`src/rtl/isr_pkg.sv`:
```
// ----------------------------------------------------------------------------
// isr_pkg
// types and constants shared by the segmentation and reassembly link
// ----------------------------------------------------------------------------
package isr_pkg;

    // input word
    typedef struct packed {
        logic [2:0]  command;
        logic [63:0] frame_data;
        logic [3:0]  frame_length;
        logic [11:0] byte_index;
        logic [7:0]  byte_value;
        logic [15:0] length_value;
    } t_in_item;

    // result word
    typedef struct packed {
        logic [2:0]  status;
        logic        tx_valid;
        logic [63:0] tx_frame;
        logic [28:0] tx_can_id;
        logic        rx_ready;
        logic [11:0] rx_length;
        logic [7:0]  read_byte;
        logic        tx_busy;
    } t_out_item;

    // classified command
    typedef enum logic [2:0] {
        CMD_TICK,
        CMD_RX_FRAME,
        CMD_LOAD_TX,
        CMD_START,
        CMD_READ_RX,
        CMD_RELEASE,
        CMD_IGNORE,
        CMD_BAD
    } t_cmd;

    // raw command codes
    localparam logic [2:0] RAW_TICK    = 3'd0;
    localparam logic [2:0] RAW_RX      = 3'd1;
    localparam logic [2:0] RAW_LOAD    = 3'd2;
    localparam logic [2:0] RAW_START   = 3'd3;
    localparam logic [2:0] RAW_READ    = 3'd4;
    localparam logic [2:0] RAW_RELEASE = 3'd5;

    // job handed from front to back
    typedef struct packed {
        t_cmd     cmd;
        t_in_item item;
    } t_job;

    // status codes
    localparam logic [2:0] ST_OK       = 3'd0;
    localparam logic [2:0] ST_ERROR    = 3'd1;
    localparam logic [2:0] ST_OVERFLOW = 3'd2;
    localparam logic [2:0] ST_BUSY     = 3'd3;
    localparam logic [2:0] ST_NO_DATA  = 3'd4;

    // frame constants
    localparam logic [63:0] PAD_FRAME = 64'hAAAA_AAAA_AAAA_AAAA;
    localparam logic [3:0]  PCI_SF    = 4'h0;
    localparam logic [3:0]  PCI_FF    = 4'h1;
    localparam logic [3:0]  PCI_CF    = 4'h2;
    localparam logic [3:0]  PCI_FC    = 4'h3;
    localparam logic [3:0]  FC_CTS    = 4'h0;
    localparam logic [3:0]  FC_ABORT  = 4'h2;
    localparam logic [2:0]  CF_BYTES  = 3'd7;
    localparam logic [2:0]  FF_BYTES  = 3'd6;

    typedef enum logic [1:0] {
        TXP_IDLE,
        TXP_WAIT_FC,
        TXP_SEND_CF
    } t_txph;

    typedef enum logic {
        RXP_IDLE,
        RXP_RECV
    } t_rxph;

    typedef enum logic [2:0] {
        BS_IDLE,
        BS_DECODE,
        BS_ISSUE,
        BS_CAPTURE,
        BS_RESULT
    } t_bstate;

    typedef enum logic [2:0] {
        LM_NONE,
        LM_TX_RD,
        LM_TX_WR,
        LM_RX_RD,
        LM_RX_WR
    } t_lmode;

endpackage

```
`src/rtl/isr_if.sv`:
```
// ----------------------------------------------------------------------------
// isr_in_if / isr_out_if
// valid/ready channels carrying input and result words
// ----------------------------------------------------------------------------
interface isr_in_if;
    logic              valid;
    logic              ready;
    isr_pkg::t_in_item payload;
    modport source (output valid, output payload, input ready);
    modport sink   (input valid, input payload, output ready);
endinterface


```
`src/rtl/isr_front.sv`:
```
// ----------------------------------------------------------------------------
// isr_front
// accepts input words, classifies the command, queues jobs for the engine
// ----------------------------------------------------------------------------
module isr_front (
    input  logic         i_clk,
    input  logic         i_rst_n,
    isr_in_if.sink       i_in,
    output isr_pkg::t_job o_job,
    output logic         o_job_valid,
    input  logic         i_job_pop
);

    isr_pkg::t_job r_q [2];
    logic          r_wp;
    logic          r_rp;
    logic [1:0]    r_cnt;
    isr_pkg::t_cmd w_cmd;
    logic          w_push;

    // command classification
    always_comb begin
        case (i_in.payload.command)
            isr_pkg::RAW_TICK:    w_cmd = isr_pkg::CMD_TICK;
            isr_pkg::RAW_RX:      w_cmd = (i_in.payload.frame_length != 4'd0) ?
                                          isr_pkg::CMD_RX_FRAME : isr_pkg::CMD_IGNORE;
            isr_pkg::RAW_LOAD:    w_cmd = isr_pkg::CMD_LOAD_TX;
            isr_pkg::RAW_START:   w_cmd = isr_pkg::CMD_START;
            isr_pkg::RAW_READ:    w_cmd = isr_pkg::CMD_READ_RX;
            isr_pkg::RAW_RELEASE: w_cmd = isr_pkg::CMD_RELEASE;
            default:              w_cmd = isr_pkg::CMD_BAD;
        endcase
    end

    assign i_in.ready  = (r_cnt != 2'd2);
    assign w_push      = i_in.valid && i_in.ready;
    assign o_job_valid = (r_cnt != 2'd0);
    assign o_job       = r_q[r_rp];

    // queue storage
    always_ff @(posedge i_clk) begin
        if (w_push) begin
            r_q[r_wp] <= '{cmd: w_cmd, item: i_in.payload};
        end
    end

    // queue pointers
    always_ff @(posedge i_clk) begin
        if (!i_rst_n) begin
            r_wp  <= 1'b0;
            r_rp  <= 1'b0;
            r_cnt <= 2'd0;
        end else begin
            if (w_push) begin
                r_wp <= ~r_wp;
            end
            if (i_job_pop) begin
                r_rp <= ~r_rp;
            end
            r_cnt <= r_cnt + {1'b0, w_push} - {1'b0, i_job_pop};
        end
    end

endmodule

```
`src/flat_wrapper.sv`:
```
// flat-port wrapper written by rule: the top's interface ports become plain ports
module isr_front_flat 
  (i_clk, i_rst_n, o_job, o_job_valid, i_job_pop, i_in_valid, i_in_payload, i_in_ready);
  isr_in_if i_in_i ();
  input  logic i_clk;
  input  logic i_rst_n;
  output isr_pkg::t_job o_job;
  output logic o_job_valid;
  input  logic i_job_pop;
  input wire logic [$bits(i_in_i.valid)-1:0] i_in_valid;
  input wire logic [$bits(i_in_i.payload)-1:0] i_in_payload;
  output wire logic [$bits(i_in_i.ready)-1:0] i_in_ready;
  assign i_in_i.valid = i_in_valid;
  assign i_in_i.payload = i_in_payload;
  assign i_in_ready = i_in_i.ready;
  isr_front u_core (.i_clk(i_clk), .i_rst_n(i_rst_n), .i_in(i_in_i), .o_job(o_job), .o_job_valid(o_job_valid), .i_job_pop(i_job_pop));
endmodule
```
`config.mk`:
```
export PLATFORM = sky130hd
export DESIGN_NAME = isr_front_flat
export DESIGN_NICKNAME = d
export VERILOG_FILES = /design/src/rtl/isr_pkg.sv /design/src/rtl/isr_if.sv /design/src/rtl/isr_front.sv /design/src/flat_wrapper.sv
export SDC_FILE = /design/constraint.sdc
export NUM_CORES = 1
export LEC_CHECK = 0
export BUFFER_PORTS_ARGS = -buffer_cell sky130_fd_sc_hd__buf_4
export CORE_ASPECT_RATIO = 0.5
export CORE_MARGIN = 1
export CORE_UTILIZATION = 50
export CTS_BUF_LIST = sky130_fd_sc_hd__clkbuf_2 sky130_fd_sc_hd__clkbuf_4 sky130_fd_sc_hd__clkbuf_8
export DETAILED_ROUTE_END_ITERATION = 6
export HOLD_SLACK_MARGIN = 0.05
export PLACE_DENSITY = 0.82
export SYNTH_ARGS = -nofsm -noshare
export SYNTH_HDL_FRONTEND = slang
export SYNTH_SLANG_ARGS = --single-unit
```
`constraint.sdc`:
```
create_clock -name i_clk -period 11.19 [get_ports i_clk]
set_clock_uncertainty 0.15 [all_clocks]
set_input_delay 0.5595 -clock i_clk [delete_from_list [all_inputs] [get_ports i_clk]]
set_output_delay 0.5595 -clock i_clk [all_outputs]
set_load 0.02 [all_outputs]
```
# Word level (Yosys, flattened, before mapping)
# Memories as Yosys holds them, arrays and structs flattened. A register that Yosys moved wholly into a read port is not among the register bits.
# Index checks and enable logic that the tools add are counted.
# op_classes
bitwise,2
eq_ne,6
n_reduce_logical,4
n_addsub,2
n_mux,6
# op_table
operator,count
case mux 3 bit (6 select lines),1
equality test 3 x 2 -> 1 bit (second input constant),2
equality test 3 bit (second input constant),2
two-way mux 1 bit,4
nonzero test 4 bit,1
equality test 3 x 1 -> 1 bit (second input constant),1
zero test 3 bit,1
two-way mux 3 bit,1
adder 2 x 1 -> 2 bit,1
!= test 2 bit (second input constant),1
inverter 1 bit,2
nonzero test 2 bit,1
subtractor 2 x 1 -> 2 bit,1
logical AND 1 bit,1
# totals
ram_bits,220
memories,1
out_inout_bits,112
register_bits,4
wordCells,24
inputBits,111
# memory_table
memory,words,width,rd,rd_ports_with_merged_regs,wr,line_no,source
u_core.r_q,2,110,1,1,1,isr_front.sv:14,isr_pkg::t_job r_q [2];

# Depth between registers and ports, before layout
# depth
ltp_word,4
depth_mapped,7
mapped_depth_nobuf,7

# Worst setup path after synthesis
# No wires, ideal clock.
# synth_timing
kind,reg-to-reg
startpoint,register u_core.r_cnt[0]
endpoint,"memory u_core.r_q[0][0] (netlist name), enable pin"
path_buffers,0
arrival_time_ns,5.643
path_slack_ns,4.804
path_stages_with_launch,4
setup_ns,0.593
t_required_ns,10.447
period_less_slack_ns,6.386
path_cell_list,dfxtp_1 > nand2b_1 > and2_1 > nor2b_1
# synth_via
elab_chain_cells,4
# synth_rtl
item,line_no,source
"start, declared",isr_front.sv:17,logic [1:0] r_cnt;
"start signal, assigned",isr_front.sv:60,"r_cnt <= r_cnt + {1'b0, w_push} - {1'b0, i_job_pop};"
!= test 2 bit,isr_front.sv:35,assign i_in.ready = (r_cnt != 2'd2);
via i_in_ready,flat_wrapper.sv:12,output wire logic [$bits(i_in_i.ready)-1:0] i_in_ready;
logical AND 1 bit,isr_front.sv:36,assign w_push = i_in.valid && i_in.ready;
via u_core.w_push,isr_front.sv:19,logic w_push;
two-way mux 1 bit,isr_front.sv:42,if (w_push) begin
two-way mux 1 bit (implied by the code),isr_front.sv:43,"r_q[r_wp] <= '{cmd: w_cmd, item: i_in.payload};"
"end, declared",isr_front.sv:14,
# The timed path passes the listed nets, and every way through them passes these cells.

==> results.yml <==
floorplanning:
  die_w_um: 184
  num_rows: 32
  die_h_um: 92.8
  num_io_pins: 223
  initial_utilization: 0.524
  die-area_um2: 17000
  core_area_um2: 15700
global_route:
  grt_remaining_overflow: 0
  antenna_found_initial: 0
  grt_pass1_vias: 5227
  grt_pass1_wl_um: 28000
  grt_max_degree: 76
  grt_usage: 0.220
synth:
  yosysSeqAreaShare: 0.813
  yosysWarnings: 0
  synth_seq_cells: 225
  syn-cell-area_um2: 8240
  synth.avg_cell_area_um2: 22.0
  synth_cell_type_count: 22
  synthCells: 375
  synth_fp_nets: 488
clock_network:
  numCtsBuffers: 30
  htreeDepth: 1
  clockBufferDepth: 3
  clock_latency_ns: 0.53
  post_cts_buffers: 0
  clockRootBuffer: "clkbuf_8"
  cts.clk_slew.worst_paths_ns: 0.07
  cts_sinks: 225
  tritoncts: "yes"
detailed_routing:
  drt_iter0_markers: 248
  drt-pass1-iter-count: 5
  num_vias: 4731
  antenna_left: 0
  wl_per_cell_um: 19.5
  drc_errors: 0
  drt-total-wl_um: 18800
  viasPerCell: 4.90
setup_path:
  r2r-start: "u_core.r_cnt[0]"
  critPathKind: "reg -> out"
  critPathMaxFanout: 62
  endpoint_kind: "primary output"
  worstPathRequired_ns: 10.48
  crit_arrival_ns: 2.77
  critPathLaunchType: "register"
timing:
  worstMarginPinSlew_ns: 1.04
  fin_crit_sh: 0.311
  setup_violations: 0
  setup-tns-final_ns: 0
  rsz0062_at_grt: "false"
  max_freq_mhz: 287
  hold_violations: 0
  hold_ws_ns: 0.0823
  slew_violations: 0
  period_needed_ns: 3.48
  relSlewSlack: 0.307
run:
  max_cap_viol_count: 0
power_and_ir_drop:
  pwr-share-seq: 0.499
  power_density_nw_per_um2: 184
  irDropWorstVdd_v: 0.000138
  p_sw_mw: 0.569
  p_clk_frac: 0.297
  power.share.switching: 0.263
  intPower_mw: 1.59
  combPwrFrac: 0.204
  p_leak_nw: 4.43
final_layout:
  drive_gt1_frac: 0.517
  area_growth_pct: 42.6
  final_area_um2: 11800
  diodes: 0
  utilization: 0.747
  nets: 838
min_path:
  hold_class: "in -> reg"
  worstHoldStart: "i_in_payload[106]"
placed_design:
  io_buffer_count: 222
  dp_hpwl_um: 10400
  gp_congestion: 0.732
  place_area_um2: 10100
run_status:
  outcome: "complete, no violations"
[final timing paths]
check                             to  slack [ns]  depth (start not counted)
hold reg to reg      u_core.r_cnt[1]        0.39                          2
setup reg to reg   u_core.r_q[0][62]        8.07                          4
setup / recovery           o_job[38]        7.71                          3
hold / removal    u_core.r_q[1][106]        0.08                          1
[critical path, stage by stage, from the launching register on]
cell and delay, ns:
dfxtp_4 0.78, buf_4 0.77, mux2_2 0.43, buf_4 0.17
[power by group through the flow]
| stage | clock [mW] | combinational [mW] | sequential (mW) |
|---|---|---|---|
| 3_5_place_dp | 0 | 0.406 | 1.10 |
| 3_3_place_gp | 0 | 0.400 | 1.09 |
| 4_1_cts | 0.650 | 0.438 | 1.08 |
| 2_1_floorplan | 0 | 0.240 | 1.09 |
| 5_1_grt | 0.693 | 0.463 | 1.09 |
| 6_report | 0.644 | 0.440 | 1.08 |
[cells in the final DEF (no fill, tap or decap), types with 3 or more instances in the layout]
cell           instances
clkbuf_8              31
edfxtp_1             220
and2_1                 3
clkbuf_4               6
buf_4                225
inv_1                  3
dlygate4sd3_1        105
mux2_2               110
bufinv_16              3
nor2_1                 4
clkinv_2               6
dfxtp_1                4
clkinv_1               5
[logic make-up after synthesis]
family                     Yosys count  share of synthesized area
xor gates and xnor gates             2                    0.00213
and+or+nand+nor                     16                     0.0105
muxes                              110                      0.150
DFF                                225                      0.813
buffers and inverters               15                     0.0170
adders and majority gates            2                    0.00303
AOI/OAI and AO/OA                    5                    0.00364
[synth_stat cells]
cell | count | area share
nor2b_1 | 1 | 0.00076
buf_2 | 1 | 0.00061
nor4_1 | 1 | 0.00076
xnor2_1 | 1 | 0.0011
nand4b_1 | 1 | 0.0011
or2_2 | 1 | 0.00076
o21bai_1 | 2 | 0.0018
nand2b_1 | 1 | 0.00076
o21ai_0 | 1 | 0.00061
mux2_2 | 110 | 0.15
nor3_1 | 1 | 0.00061
xor2_1 | 1 | 0.0011
nor2_1 | 4 | 0.0018
edfxtp_1 | 220 | 0.80
dfxtp_1 | 5 | 0.012
nand2_1 | 2 | 0.00091
and2_1 | 3 | 0.0023
and3_1 | 1 | 0.00076
buf_6 | 11 | 0.015
inv_1 | 3 | 0.0014
a21oi_1 | 2 | 0.0012
ha_1 | 2 | 0.0030
[cell type report]
cell class	instances	area, um^2
well taps	221	277
clock inverters	14	139
inverters	3	11.3
multi-input cells	135	1410
clock buffers	37	472
fillers	897	3980
repair buffers	330	2740
flip-flops and latches	225	6710
[stage by stage]
stage | setup slack [ns] | cells | total power [mW]
floorplan | 4.80 | 375 | 1.33
global placement | 7.98 | 809 | 1.49
detailed placement | 7.94 | 809 | 1.50
CTS | 7.67 | 965 | 2.17
global route | 7.55 | 965 | 2.24
finish | 7.71 | 965 | 2.16
[layer usage]
metal / share of wire / GRT usage / vias up
li1: - / - / 2180
met1: 0.38 / 0.244 / 2362
met2: 0.55 / 0.418 / 146
met3: 0.038 / 0.0401 / 43
met4: 0.030 / 0.0882 / 0
met5: 0 / 0 / -
[what timing repair did]
| action | CTS | global route |
|---|---|---|
| resized for setup | 0 | 0 |
| hold buffers | 105 | 0 |
| endpoints found under the hold margin | 210 | 0 |
[flip-flops by register name, summed over array words and instances, names as in the netlist, named ones only]
signal        cells
u_core.r_cnt      2
u_core.r_wp       1
u_core.r_rp       1
u_core.r_q      220
Note: power is estimated with default switching activity, not from simulation.
